$ cat src/ats_pkg.sv
package ats_pkg;

   localparam int unsigned FIELD_WIDTH = 16;
   localparam int unsigned PACK_WIDTH  = 64;
   localparam int unsigned INDEX_WIDTH = 2;

   typedef enum logic [1:0] {
      MODE_OFF  = 2'd0,
      MODE_INIT = 2'd1,
      MODE_ON   = 2'd2
   } mode_type;

   typedef enum logic [1:0] {
      CSR_SEG_FREQ  = 2'd0,
      CSR_SEG_DUR   = 2'd1,
      CSR_BACKOFF   = 2'd2
   } csr_index_type;

   typedef struct packed {
      logic [PACK_WIDTH-1:0]  seg_freq;
      logic [PACK_WIDTH-1:0]  seg_dur;
      logic [FIELD_WIDTH-1:0] backoff_limit;
   } cfg_type;

   typedef struct packed {
      mode_type               mode;
      logic [INDEX_WIDTH-1:0] seg_index;
      logic [FIELD_WIDTH-1:0] seg_ticks;
      logic [1:0]             seg_res;
      logic [FIELD_WIDTH-1:0] quiet;
      logic [FIELD_WIDTH-1:0] freq;
      logic                   pwm;
      logic                   led;
   } state_type;

   typedef struct packed {
      logic                   pwm_enable;
      logic [FIELD_WIDTH-1:0] tone_frequency;
      logic                   leds_lit;
      logic [1:0]             alarm_mode;
   } rsp_type;

endpackage

$ cat src/ats_step.sv
module ats_step import ats_pkg::*; #(
   parameter int unsigned SEGMENTS = 4
) (
   input  state_type cur,
   input  cfg_type   cfg,
   input  logic      should_alarm,
   output state_type nxt
);

   localparam logic [INDEX_WIDTH:0] LAST_SEG = (INDEX_WIDTH+1)'(SEGMENTS - 1);

   logic [FIELD_WIDTH-1:0] quiet_inc;
   logic                   backoff_hit;
   mode_type               mode_mid;
   mode_type               mode_nxt;
   logic [INDEX_WIDTH:0]   index_inc;
   logic [INDEX_WIDTH-1:0] index_wrap;
   logic [FIELD_WIDTH-1:0] seg_dur;
   logic                   seg_end;

   // backoff step: saturating quiet count
   assign quiet_inc   = (cur.quiet == '1) ? cur.quiet : cur.quiet + 1'b1;
   assign backoff_hit = !should_alarm && (quiet_inc >= cfg.backoff_limit);
   assign mode_mid    = backoff_hit ? MODE_OFF : cur.mode;

   assign index_inc  = {1'b0, cur.seg_index} + 1'b1;
   assign index_wrap = (index_inc > LAST_SEG) ? '0 : index_inc[INDEX_WIDTH-1:0];
   assign seg_dur    = cfg.seg_dur[cur.seg_index*FIELD_WIDTH +: FIELD_WIDTH];
   assign seg_end    = cur.seg_ticks >= seg_dur;

   // next mode
   always_comb begin
      mode_nxt = mode_mid;
      case (mode_mid)
         MODE_OFF: begin
            if (should_alarm) mode_nxt = MODE_INIT;
         end
         MODE_INIT: mode_nxt = MODE_ON;
         MODE_ON:   mode_nxt = MODE_ON;
         default:   mode_nxt = mode_mid;
      endcase
   end

   // datapath
   always_comb begin
      nxt.mode      = mode_nxt;
      nxt.seg_index = cur.seg_index;
      nxt.seg_ticks = cur.seg_ticks;
      nxt.seg_res   = cur.seg_res;
      nxt.freq      = cur.freq;
      nxt.quiet     = should_alarm ? '0 : quiet_inc;
      nxt.pwm       = backoff_hit ? 1'b0 : cur.pwm;
      if (should_alarm) begin
         nxt.led = cur.led;
      end else begin
         nxt.led = backoff_hit ? 1'b0 : !cur.led;
      end
      case (mode_mid)
         MODE_INIT: begin
            nxt.quiet     = '0;
            nxt.seg_index = '0;
            nxt.freq      = '0;
            nxt.pwm       = 1'b1;
            nxt.seg_ticks = FIELD_WIDTH'(1);
            nxt.seg_res   = 2'd1;
         end
         MODE_ON: begin
            // seg_res tracks seg_ticks mod 3
            if (cur.seg_res == 2'd0) nxt.led = !nxt.led;
            if (seg_end) begin
               nxt.seg_index = index_wrap;
               nxt.freq      = cfg.seg_freq[index_wrap*FIELD_WIDTH +: FIELD_WIDTH];
               nxt.seg_ticks = '0;
               nxt.seg_res   = 2'd0;
            end else begin
               // no overflow: a full count always ends the segment
               nxt.seg_ticks = cur.seg_ticks + 1'b1;
               nxt.seg_res   = (cur.seg_res == 2'd2) ? 2'd0 : cur.seg_res + 1'b1;
            end
         end
         default: begin
         end
      endcase
   end

endmodule

$ cat src/alarm_tone_sequencer.sv
// Alarm tone sequencer: one transaction on req_ is one timer tick and gives exactly one
// transaction on rsp_ with the PWM enable, commanded tone frequency, LED level and the mode
// after that tick. A tick is taken every clock cycle while req_stall is low: the whole update is
// one pass of logic between the state registers and the result register, and the result is
// registered in the output register, or in the skid stage while that one still holds a result.
// The one-entry skid stage lets a new tick in while a result waits; req_stall rises only once
// both hold a result. Write the csr_ registers only while no transaction is in flight.
module alarm_tone_sequencer import ats_pkg::*; #(
   parameter int unsigned SEGMENTS = 4
) (
   input  logic                   clock,
   input  logic                   reset,
   input  logic                   csr_write,
   input  logic [1:0]             csr_index,
   input  logic [PACK_WIDTH-1:0]  csr_wdata,
   input  logic                   req_valid,
   output logic                   req_stall,
   input  logic                   req_should_alarm,
   output logic                   rsp_valid,
   input  logic                   rsp_stall,
   output logic                   rsp_pwm_enable,
   output logic [FIELD_WIDTH-1:0] rsp_tone_frequency,
   output logic                   rsp_leds_lit,
   output logic [1:0]             rsp_alarm_mode
);

   cfg_type   cfg_ff, cfg_in;
   state_type state_ff, state_in;
   state_type step_nxt;
   rsp_type   step_rsp;
   rsp_type   out_ff, out_in;
   rsp_type   skid_ff, skid_in;
   logic      out_valid_ff, out_valid_in;
   logic      skid_valid_ff, skid_valid_in;
   logic      req_take;
   logic      out_take;

   ats_step #(.SEGMENTS(SEGMENTS)) u_step (
      .cur          (state_ff),
      .cfg          (cfg_ff),
      .should_alarm (req_should_alarm),
      .nxt          (step_nxt)
   );

   assign req_stall = skid_valid_ff;
   assign req_take  = req_valid && !skid_valid_ff;
   assign out_take  = out_valid_ff && !rsp_stall;

   assign step_rsp.pwm_enable     = step_nxt.pwm;
   assign step_rsp.tone_frequency = step_nxt.freq;
   assign step_rsp.leds_lit       = step_nxt.led;
   assign step_rsp.alarm_mode     = step_nxt.mode;

   always_comb begin
      cfg_in = cfg_ff;
      if (csr_write) begin
         case (csr_index_type'(csr_index))
            CSR_SEG_FREQ: cfg_in.seg_freq      = csr_wdata;
            CSR_SEG_DUR:  cfg_in.seg_dur       = csr_wdata;
            CSR_BACKOFF:  cfg_in.backoff_limit = csr_wdata[FIELD_WIDTH-1:0];
            default:      cfg_in = cfg_ff;
         endcase
      end
   end

   assign state_in = req_take ? step_nxt : state_ff;

   always_comb begin
      out_in        = out_ff;
      skid_in       = skid_ff;
      out_valid_in  = out_valid_ff;
      skid_valid_in = skid_valid_ff;
      if (skid_valid_ff) begin
         if (out_take) begin
            out_in        = skid_ff;
            skid_valid_in = 1'b0;
         end
      end else if (req_take) begin
         if (!out_valid_ff || out_take) begin
            out_in       = step_rsp;
            out_valid_in = 1'b1;
         end else begin
            skid_in       = step_rsp;
            skid_valid_in = 1'b1;
         end
      end else if (out_take) begin
         out_valid_in = 1'b0;
      end
   end

   always_ff @(posedge clock) begin
      if (reset) begin
         cfg_ff.seg_freq      <= '0;
         cfg_ff.seg_dur       <= '0;
         cfg_ff.backoff_limit <= FIELD_WIDTH'(10);
         state_ff             <= '{mode: MODE_OFF, default: '0};
         out_valid_ff         <= 1'b0;
         skid_valid_ff        <= 1'b0;
      end else begin
         cfg_ff        <= cfg_in;
         state_ff      <= state_in;
         out_valid_ff  <= out_valid_in;
         skid_valid_ff <= skid_valid_in;
      end
   end

   always_ff @(posedge clock) begin
      out_ff  <= out_in;
      skid_ff <= skid_in;
   end

   assign rsp_valid          = out_valid_ff;
   assign rsp_pwm_enable     = out_ff.pwm_enable;
   assign rsp_tone_frequency = out_ff.tone_frequency;
   assign rsp_leds_lit       = out_ff.leds_lit;
   assign rsp_alarm_mode     = out_ff.alarm_mode;

`ifndef SYNTHESIS
   a_skid_behind_out: assert property (@(posedge clock) disable iff (reset)
      skid_valid_ff |-> out_valid_ff)
      else $error("skid stage holds a result with the output register empty");

   a_skid_drains: assert property (@(posedge clock) disable iff (reset)
      (skid_valid_ff && !rsp_stall) |=> !skid_valid_ff)
      else $error("skid stage did not drain after the output was taken");

   a_pwm_follows_mode: assert property (@(posedge clock) disable iff (reset)
      state_ff.pwm == (state_ff.mode == MODE_ON))
      else $error("PWM enable out of step with mode");

   a_residue_range: assert property (@(posedge clock) disable iff (reset)
      state_ff.seg_res != 2'd3)
      else $error("segment tick residue out of range");

   a_alarm_clears_quiet: assert property (@(posedge clock) disable iff (reset)
      (req_take && req_should_alarm) |=> (state_ff.quiet == '0))
      else $error("alarm tick left the quiet count set");
`endif

endmodule
$ cat config.mk
export PLATFORM = sky130hd
export DESIGN_NAME = alarm_tone_sequencer
export DESIGN_NICKNAME = d
export VERILOG_FILES = /design/src/ats_pkg.sv /design/src/ats_step.sv /design/src/alarm_tone_sequencer.sv
export SDC_FILE = /design/constraint.sdc
export NUM_CORES = 1
export LEC_CHECK = 0
export BUFFER_PORTS_ARGS = -buffer_cell sky130_fd_sc_hd__buf_4
export CAP_MARGIN = 40
export CORE_ASPECT_RATIO = 0.5
export CORE_UTILIZATION = 45
export DETAILED_ROUTE_END_ITERATION = 16
export SLEW_MARGIN = 20
export SYNTH_ARGS = -nofsm -noshare
export SYNTH_HDL_FRONTEND = slang
export SYNTH_SLANG_ARGS = --single-unit
$ cat constraint.sdc
create_clock -name clock -period 8.7 [get_ports clock]
set_clock_uncertainty 0.2 [all_clocks]
set_input_delay 1.305 -clock clock [delete_from_list [all_inputs] [get_ports clock]]
set_output_delay 1.305 -clock clock [all_outputs]
set_load 0.005 [all_outputs]
==> results of run 1 <==
-- cell type report --
class                   instances  area [µm²]
flip-flops and latches        242        5246
well taps                     336       420.4
clock buffers                  33       643.1
inverters                      53       198.9
clock inverters                 9       98.84
multi-input cells             860        5460
repair buffers                110       897.1
fillers                      2272       11260
-- routing by layer --
| metal | track usage, % | vias to the layer above |
|---|---|---|
| li1 | - | 4451 |
| met1 | 38.03 | 4437 |
| met2 | 35.35 | 305 |
| met3 | 4.199 | 36 |
| met4 | 6.213 | 0 |
| met5 | 0 | - |
-- final timing paths --
check	start	end	slack, ps	cells after the start
hold / removal	cfg_ff[119]	cfg_ff[119]	250	2
setup / recovery	state_ff[22]	state_ff[13]	2360	16
hold reg to reg	cfg_ff[119]	cfg_ff[119]	250	2
setup reg to reg	state_ff[22]	state_ff[13]	2360	16
-- state kept, by name, indices dropped and copies added (netlist names) --
| signal | count |
|---|---|
| cfg_ff | 144 |
| skid_ff | 20 |
| state_ff | 56 |
| req_stall | 1 |
| rsp_valid | 1 |
| rsp_pwm_enable | 1 |
| rsp_leds_lit | 1 |
| rsp_tone_frequency | 16 |
| rsp_alarm_mode | 2 |
-- where the power goes --
group	internal (W)	leakage (nW)	switching [W]	total, W
Combinational	0.0000920	2.29	0.000151	0.000243
Clock	0.000575	0.361	0.000440	0.00102
Sequential	0.00117	2.05	0.0000173	0.00119
Total	0.00184	4.70	0.000608	0.00245
-- cell families (layout without fill, tap and decap cells) --
kind of cell,after synthesis,count (layout),synth area share (%)
flops,242,242,46.75
mux,37,37,6.903
compound gates,310,310,17.84
fa+ha+maj,39,39,4.349
xor+xnor,22,22,1.717
simple gates,452,452,17.72
buf+inv,136,205,4.717
-- stage by stage --
stage	worst slack [ps]	power, W
2_1_floorplan	3773	0.001353
3_3_place_gp	2670	0.001447
3_5_place_dp	2496	0.001458
4_1_cts	2408	0.002467
5_1_grt	1950	0.002541
6_report	2355	0.002449
-- worst min-delay path, stage by stage (launching register included) --
cell,delay (ps)
dfxtp_1,300
nand2_1,50
a21oi_1,50
-- Yosys cell counts, drive strengths merged, types with 5 or more instances --
cell     instances
and3             7
nor2            33
nand3           24
ha              39
a221o           17
buf             22
a2111oi          5
a22o            38
xnor2           10
a31oi            9
xor2            12
nand2          321
o21ai           18
mux4            32
edfxtp          40
a21oi          174
nor2b            7
a21o             6
nor3             9
nand4           11
dfxtp          202
nand2b          13
a211oi          21
clkbuf          61
inv             53
-- layout by cell type (no fill, tap or decap), types with 8 or more instances in the layout --
master and n:
a22o_1 38, xor2_1 12, nand2b_1 13, nand3_1 23, o21ai_0 17, buf_4 104
mux4_2 32, a31oi_1 8, xnor2_1 10, inv_1 53, nand2_1 321, a211oi_1 21
ha_1 39, nor2_1 32, clkbuf_16 23, dfxtp_1 201, a221o_1 17, nand4_1 11
a21oi_1 172, edfxtp_1 40
==> reports/qor.yml, run 1 <==
final_cell_area_mm2: 0.01296
route.met3.wl_mm: 2.343
slew_viol_final: 0
cpMostUsedCell: "ha_1"
drt-initial-drc-count: 839
yosys.area.top_type_share_pct: 36.04
synth_edf_count: 40
antenna_left: 0
synthArstFlopShare_pct: 0
rsz0062_at_grt: "false"
wl_per_cell_um: 19.09
critPathMaxStageDelay_ps: 740
final_util_pct: 53.52
arrival_ps: 6620
cp-end-kind: "register"
num_rows: 40
syn_area_mm2: 0.01122
vias: 9229
start_util_pct: 46.32
antenna_cells: 0
netlist_top_cells_area: "dfxtp_1 36%, nand2_1 11%, edfxtp_1 11%"
first_global_vias: 8457
drive_gt1_share_pct: 15.38
clkLatencyLatePin_ps: 530
cts_tree: "done"
seq_area_frac_synth_pct: 46.75
clk_pin_slew_ps: 60
worstPathRequired_ps: 8970
fin_tns_setup_ps: 0
path_max_fanout: 21
numCtsBuffers: 23
cap_violations: 0
hold_slack_ps: 253.5
cts_setup_buffers: 0
fin_crit_ps: 6345
cp_slowest_cell: "ha_1"
wl_met2_mm: 12.90
io_pins: 94
critPathKind: "register to register"
grt-ovfl-total: 0
grt_pass1_wl_mm: 48.56
p_leak_nw: 4.697
drt_pass1_iterations: 5
synthCells: 1238
clock_sinks: 242
clockBufferDepth: 3
cts-root-buf: "clkbuf_16"
grt_use_total_pct: 24.66
placed_cell_area_mm2: 0.01220
die_h_um: 113.7
postCtsHoldBufs: 0
ys_ff_latch: 242
critPathTopFamily: "simple AND/OR/NAND/NOR gates"
die_x_um: 225.3
vias_per_cell: 5.617
synth.distinct_cells: 65
startpoint_type: "register"
fin_cells: 1643
syn_avg_cell_area_um2: 9.063
cts_resized: 0
synth_nets: 1349
drt-total-wl_mm: 31.37
relSlewSlack_pct: 44.67
num-nets-final: 1401
wl_met1_mm: 15.48
coreArea_mm2: 0.02422
cts_htree_levels: 1
fin_crit_sh_pct: 72.93
syn_to_final_growth_pct: 15.56
status: "completed"
setup_viol: 0
grt_antenna_before_repair: 0
io_buffers: 93
die_area_mm2: 0.02561
route.detailed.drc: 0
grt_start_max_net_pins: 78
synth_ff_type: "dfxtp_1"
worst-path-buf-inv: 1
hold_path_class: "register to register"
highest_layer: "met4"
crit_chain: "nand4_1, nor4_4, nand3_2, and3_1, xor2_1, ha_1, a21o_1, a221o_1, a211oi_1, a31oi_4, nor2b_1, inv_1, ha_1, nand2_1, nor3_4, a22o_1"
timing.fmax_mhz: 157.6
hold_viol: 0
hpwlAfterDp_mm: 22.04
vdd.ir_drop.worst_mv: 0.1145
powerDensity_mw_per_mm2: 188.9
worst_pin_slew_ps: 830.0
dp_cells: 1600
gp_congestion: 0.8486
yosys_warnings: 0
yosys.area.top_type: "dfxtp_1"
No activity file was read; power rests on OpenSTA's default activity.
==> run 2: changes to the inputs <==
--- a/config.mk
+++ b/config.mk
@@ -10,6 +10,7 @@
 export CORE_ASPECT_RATIO = 0.5
 export CORE_UTILIZATION = 45
 export DETAILED_ROUTE_END_ITERATION = 16
+export PLACE_DENSITY = 0.65
 export SLEW_MARGIN = 20
 export SYNTH_ARGS = -nofsm -noshare
 export SYNTH_HDL_FRONTEND = slang
==> constraint.sdc (replaced) <==
create_clock -name clock -period 5.1 [get_ports clock]
set_clock_uncertainty 0.2 [all_clocks]
set_input_delay 0.765 -clock clock [delete_from_list [all_inputs] [get_ports clock]]
set_output_delay 0.765 -clock clock [all_outputs]
set_load 0.005 [all_outputs]
==> reports/qor.yml, run 2 (synthesis results as in run 1) <==
drt-total-wl_mm: 30.86  # was 31.37 mm
clkLatencyLatePin_ps: 550  # was 530 ps
r2r_slack_ps: 220  # was 2360 ps
drt-initial-drc-count: 711  # was 839
critPathKind: "register to register"  # unchanged
die_h_um: 113.7  # unchanged
grt.met3_usage_pct: 4.766  # was 4.199%
slew_viol_final: 0  # unchanged
swShare_pct: 25.10  # was 24.84%
syn_to_final_growth_pct: 18.40  # was 15.56%
arrival_ps: 5140  # was 6620 ps
fin_crit_ps: 4877  # was 6345 ps
grt_antenna_before_repair: 0  # unchanged
coreArea_mm2: 0.02422  # unchanged
busiest_layer: "met2"  # was met1
path_max_fanout: 9  # was 21
antenna_left: 0  # unchanged
startpoint_type: "register"  # unchanged
num-nets-final: 1428  # was 1401
grt-ovfl-total: 0  # unchanged
vias: 9205  # was 9229
drt_pass1_iterations: 5  # unchanged
route.detailed.drc: 0  # unchanged
grt_use_total_pct: 24.28  # was 24.66%
cts_tree: "done"  # unchanged
final_cell_mix: "321 x nand2_1, 201 x dfxtp_1, 172 x a21oi_1, 129 x buf_4, 53 x inv_1"  # was 321 x nand2_1, 201 x dfxtp_1, 172 x a21oi_1, 104 x buf_4, 53 x inv_1
fin_crit_sh_pct: 95.62  # was 72.93%
timing.fmax_mhz: 205.1  # was 157.6 MHz
grt.met2_usage_pct: 37.20  # was 35.35%
die_x_um: 225.3  # unchanged
gp_congestion: 0.8692  # was 0.8486
hold_slack_ps: 251.3  # was 253.5 ps
endpoint: "state_ff[43]"  # was state_ff[13]
cp-end-kind: "register"  # unchanged
first_global_vias: 8675  # was 8457
hold_path_class: "input port to register"  # was register to register
start_util_pct: 46.32  # unchanged
status: "completed"  # unchanged
antenna_cells: 0  # unchanged
fin_tns_setup_ps: 0  # unchanged
setup_viol: 0  # unchanged
switching_power_w: 0.001070  # was 0.0006085 W
regMostFlops: "cfg_ff"  # unchanged
clock_sinks: 242  # unchanged
final_common_cell: "nand2_1"  # unchanged
io_pins: 94  # unchanged
relSlewSlack_pct: 51.59  # was 44.67%
vdd.ir_drop.worst_mv: 0.1941  # was 0.1145 mV
grt_start_max_net_pins: 65  # was 78
multi_input_area_mm2: 0.005512  # was 0.005460 mm²
die_area_mm2: 0.02561  # unchanged
hold_viol: 0  # unchanged
grt_pass1_wl_mm: 48.16  # was 48.56 mm
numCtsBuffers: 23  # unchanged
reg2reg_depth: 19  # was 16
clockBufferDepth: 3  # unchanged
drive_gt1_share_pct: 17.94  # was 15.38%
p_int_w: 0.003194  # was 0.001841 W
whs_path_depth: 2  # unchanged
worstPathRequired_ps: 5360  # was 8970 ps
largestRegisters: "cfg_ff: 144 flops, state_ff: 56 flops, skid_ff: 20 flops"  # unchanged
r2r-end: "state_ff[43]"  # was state_ff[13]
grtUsageMet1_pct: 35.42  # was 38.03%
powerDensity_mw_per_mm2: 321.0  # was 188.9 mW/mm²
cts_htree_levels: 1  # unchanged
clk_pin_slew_ps: 70  # was 60 ps
largest_reg_flops: 144  # unchanged
nFillCells: 2256  # was 2272
io_buffers: 93  # unchanged
cp-startpoint: "state_ff[18]"  # was state_ff[22]
num_rows: 40  # unchanged
timing.rr.start: "state_ff[18]"  # was state_ff[22]
seqPwrFrac_pct: 47.7  # was 48.6%
vias_per_cell: 5.519  # was 5.617
rsz0062_at_grt: "false"  # unchanged
wl_per_cell_um: 18.50  # was 19.09 µm
cap_violations: 0  # unchanged
clkPwrFrac_pct: 42.0  # was 41.4%
worst_pin_slew_ps: 726.1  # was 830.0 ps
hpwlAfterDp_mm: 21.64  # was 22.04 mm
p_comb_share_pct: 10.3  # was 9.9%
cts-root-buf: "clkbuf_16"  # unchanged
register_area_mm2: 0.005246  # unchanged
p_leak_nw: 4.859  # was 4.697 nW
run 2: worst min-delay path by stage:
| stage | from | end | slack [ps] |
|---|---|---|---|
| finish | csr_wdata[1] | cfg_ff[1] | 250 |
| global route | csr_wdata[1] | cfg_ff[1] | 250 |
| CTS | csr_wdata[1] | cfg_ff[1] | 240 |
| detailed placement | cfg_ff[49] | cfg_ff[49] | 250 |
| global placement | cfg_ff[24] | cfg_ff[24] | 240 |
| floorplan | cfg_ff[112] | cfg_ff[112] | 230 |
run 2: per-stage QoR:
step / cell area [µm²] / total power, W / util [%] / cells / setup WS (ps)
5_1_grt: 13280 / 0.004411 / 54.84 / 1668 / 22.20
4_1_cts: 13180 / 0.004284 / 54.42 / 1663 / 33.54
3_3_place_gp: 12280 / 0.002491 / 50.68 / 1616 / 64.65
2_1_floorplan: 11220 / 0.002308 / - / 1238 / 173.5
3_5_place_dp: 12410 / 0.002509 / 51.22 / 1623 / 64.56
6_report: 13280 / 0.004265 / 54.84 / 1668 / 223.1
run 2: worst max-delay path, cell delays in order, from the launching register on:
cell and delay [ps]:
dfxtp_1 380, ha_4 180, nand3_1 130, nor4_4 360, buf_4 200, buf_4 110
a31oi_1 180, nand3_1 170, xnor2_1 100, ha_1 300, nand4_1 100, or4_4 590
a31oi_4 210, nor2b_1 90, inv_1 90, ha_2 230, and4_1 220, a21bo_4 290
or4_1 500, a31oi_1 170
run 2: timing repair:
action,4_1_cts,5_1_grt
setup endpoints to repair,0,69
hold buffers,0,0
setup buffers,0,5
resized for setup,0,13
run 2: power by group through the flow:
stage	Clock [W]	Combinational, W	Sequential (W)
2_1_floorplan	0	0.000240	0.00207
3_3_place_gp	0	0.000418	0.00207
3_5_place_dp	0	0.000434	0.00207
4_1_cts	0.00182	0.000436	0.00203
5_1_grt	0.00190	0.000478	0.00204
6_report	0.00179	0.000441	0.00203
run 2: area by class of cell:
| class | instances | area share (%) |
|---|---|---|
| clock buffer | 32 | 4.973 |
| clock inverter | 8 | 0.8571 |
| timing repair buffer | 137 | 8.524 |
| sequential | 242 | 39.49 |
| tap | 336 | 3.165 |
| multi-input combinational | 860 | 41.49 |
| inverter | 53 | 1.498 |
run 2: metal layers:
metal  vias up  wire (µm)  share of wire, %
met5         -          0                 0
met3        37       1969               6.4
li1       4509          -                 -
met2       239      13440                44
met4         0        548               1.8
met1      4420      14900                48
==> run 3: changes to the inputs <==
--- a/config.mk
+++ b/config.mk
@@ -10,7 +10,6 @@
 export CORE_ASPECT_RATIO = 0.5
 export CORE_UTILIZATION = 45
 export DETAILED_ROUTE_END_ITERATION = 16
-export PLACE_DENSITY = 0.65
 export SLEW_MARGIN = 20
 export SYNTH_ARGS = -nofsm -noshare
 export SYNTH_HDL_FRONTEND = slang
==> constraint.sdc (replaced) <==
create_clock -name clock -period 5.4 [get_ports clock]
set_clock_uncertainty 0.2 [all_clocks]
set_input_delay 0.81 -clock clock [delete_from_list [all_inputs] [get_ports clock]]
set_output_delay 0.81 -clock clock [all_outputs]
set_load 0.005 [all_outputs]
==> reports/qor.yml, run 3 (synthesis results as in run 1) <==
status: "completed"  # unchanged
timing.fmax_mhz: 195.4  # was 205.1 MHz
antenna_cells: 0  # unchanged
drt_pass1_iterations: 5  # unchanged
grt_use_total_pct: 24.56  # was 24.28%
io_pins: 94  # unchanged
seqPwrFrac_pct: 48.3  # was 47.7%
cp-end-kind: "register"  # unchanged
clkPwrFrac_pct: 41.5  # was 42.0%
worstPathRequired_ps: 5610  # was 5360 ps
vias_per_cell: 5.649  # was 5.519
numCtsBuffers: 23  # unchanged
cap_violations: 0  # unchanged
cts-root-buf: "clkbuf_16"  # unchanged
p_comb_share_pct: 10.2  # was 10.3%
hold_path_class: "register to register"  # was input port to register
clk_pin_slew_ps: 70  # about the same
regMostFlops: "cfg_ff"  # unchanged
drive_gt1_share_pct: 17.05  # was 17.94%
critPathTopFamily: "simple AND/OR/NAND/NOR gates"  # unchanged
fin_crit_ps: 5119  # was 4877 ps
die_x_um: 225.3  # unchanged
swShare_pct: 25.29  # was 25.10%
num-nets-final: 1416  # was 1428
route.detailed.drc: 0  # unchanged
fin_tns_setup_ps: 0  # unchanged
gp_congestion: 0.8690  # was 0.8692
largest_reg_flops: 144  # unchanged
cts_htree_levels: 1  # unchanged
cts_tree: "done"  # unchanged
io_buffers: 93  # unchanged
placed_cell_area_mm2: 0.01230  # was 0.01241 mm²
fin_ws_ps: 281.3  # was 223.1 ps
num_rows: 40  # unchanged
start_util_pct: 46.32  # unchanged
clockBufferDepth: 3  # unchanged
coreArea_mm2: 0.02422  # unchanged
crit_chain: "ha_2, nand3_1, nor4_4, buf_4, a311oi_2, nand3_1, xnor2_1, ha_1, and2_0, a221o_1, a211oi_2, a31oi_4, nor2b_2, inv_1, ha_1, buf_6, and2_1, nand4_1, buf_4, xor2_1, nor2_1"  # was ha_4, nand3_1, nor4_4, buf_4, buf_4, a31oi_1, nand3_1, xnor2_1, ha_1, nand4_1, or4_4, a31oi_4, nor2b_1, inv_1, ha_2, and4_1, a21bo_4, or4_1, a31oi_1
p_int_w: 0.002970  # was 0.003194 W
powerDensity_mw_per_mm2: 303.0  # was 321.0 mW/mm²
fin_crit_sh_pct: 94.79  # was 95.62%
critPathKind: "register to register"  # unchanged
grt-ovfl-total: 0  # unchanged
p_leak_nw: 4.784  # was 4.859 nW
fin_cells: 1656  # was 1668
grt_antenna_before_repair: 0  # unchanged
worst-path-buf-inv: 4  # was 3
clock_sinks: 242  # unchanged
setup_viol: 0  # unchanged
relSlewSlack_pct: 44.18  # was 51.59%
final_common_cell: "nand2_1"  # unchanged
critPathMaxStageDelay_ps: 440  # was 590 ps
worst_pin_slew_ps: 837.3  # was 726.1 ps
final_cell_mix: "319 x nand2_1, 202 x dfxtp_1, 172 x a21oi_1, 117 x buf_4, 53 x inv_1"  # was 321 x nand2_1, 201 x dfxtp_1, 172 x a21oi_1, 129 x buf_4, 53 x inv_1
startpoint_type: "register"  # unchanged
dp_cells: 1612  # was 1623
pre_cts_slack_ps: -88.45  # was 64.56 ps
final_cell_area_mm2: 0.01312  # was 0.01328 mm²
drt-total-wl_mm: 31.45  # was 30.86 mm
hold_viol: 0  # unchanged
vias: 9354  # was 9205
antenna_left: 0  # unchanged
clkLatencyLatePin_ps: 530  # was 550 ps
die_h_um: 113.7  # unchanged
nFillCells: 2320  # was 2256
wl_per_cell_um: 18.99  # was 18.50 µm
path_max_fanout: 20  # was 9
hpwlAfterDp_mm: 22.00  # was 21.64 mm
die_area_mm2: 0.02561  # unchanged
largestRegisters: "cfg_ff: 144 flops, state_ff: 56 flops, skid_ff: 20 flops"  # unchanged
slew_viol_final: 0  # unchanged
first_global_vias: 8674  # was 8675
switching_power_w: 0.001006  # was 0.001070 W
grt_pass1_wl_mm: 48.67  # was 48.16 mm
cp_slowest_cell: "dfxtp_1"  # was or4_4
grt_start_max_net_pins: 80  # was 65
arrival_ps: 5330  # was 5140 ps
vdd.ir_drop.worst_mv: 0.1901  # was 0.1941 mV
finalPower_w: 0.003975  # was 0.004265 W
syn_to_final_growth_pct: 16.93  # was 18.40%
drt-initial-drc-count: 644  # was 711
-- run 3: changes by cell type in the layout (fill, tap and decap cells not counted), moves of 2 or more --
cell / delta
clkinv_2: +2
clkbuf_1: -2
buf_6: +3
clkinv_4: +2
buf_4: -12
nand2_1: -2
buf_12: -2
-- run 3: per-layer routing --
| layer | vias up | track usage [%] | wire (µm) |
|---|---|---|---|
| met4 | 0 | 4.626 | 442 |
| met1 | 4572 | 37.28 | 15280 |
| met5 | - | 0 | 0 |
| li1 | 4478 | - | - |
| met2 | 267 | 37.22 | 13940 |
| met3 | 37 | 3.452 | 1792 |
-- run 3: power groups by stage --
stage	Sequential (W)	Clock [W]	Combinational (W)
floorplan	0.00195	0	0.000227
global placement	0.00196	0	0.000385
detailed placement	0.00196	0	0.000400
CTS	0.00192	0.00167	0.000403
global route	0.00192	0.00175	0.000444
finish	0.00192	0.00165	0.000407
-- run 3: worst register-to-register path, cell delays in order (launching register included) --
cell      delay [ps]
dfxtp_1          440
ha_2             270
nand3_1          140
nor4_4           360
buf_4            170
a311oi_2         150
nand3_1          150
xnor2_1          160
ha_1             270
and2_0           160
a221o_1          340
a211oi_2         320
a31oi_4          140
nor2b_2          190
inv_1             80
ha_1             320
buf_6            220
and2_1           240
nand4_1          260
buf_4            230
xor2_1           130
nor2_1            50
-- run 3: path summary, 6_finish.rpt --
path / start / to / slack, ps / cells after the start
min reg2reg: cfg_ff[113] / cfg_ff[113] / 250 / 2
min: cfg_ff[113] / cfg_ff[113] / 250 / 2
max: state_ff[18] / state_ff[45] / 280 / 21
max reg2reg: state_ff[18] / state_ff[45] / 280 / 21
-- run 3: stage by stage --
stage          hold WS, ps  utilization, %
6_report             252.4           54.16
5_1_grt              273.8           54.16
4_1_cts              254.0           53.88
3_5_place_dp         245.1           50.76
3_3_place_gp         238.2           50.28
2_1_floorplan        233.1               -
-- run 3: timing repair --
item | 4_1_cts | 5_1_grt
setup endpoints to repair | 19 | 64
pin swaps | 0 | 3
gates cloned | 0 | 0
resized for setup | 3 | 9
hold buffers | 0 | 0
setup buffers | 0 | 4
-- run 3: area by class of cell --
cell class	count	area, µm²	area share, %
well taps	336	420.4	3.205
multi-input cells	860	5502	41.94
clock inverters	11	116.4	0.8870
clock buffers	29	628.1	4.788
repair buffers	125	1008	7.687
inverters	53	198.9	1.516
flip-flops and latches	242	5245	39.98
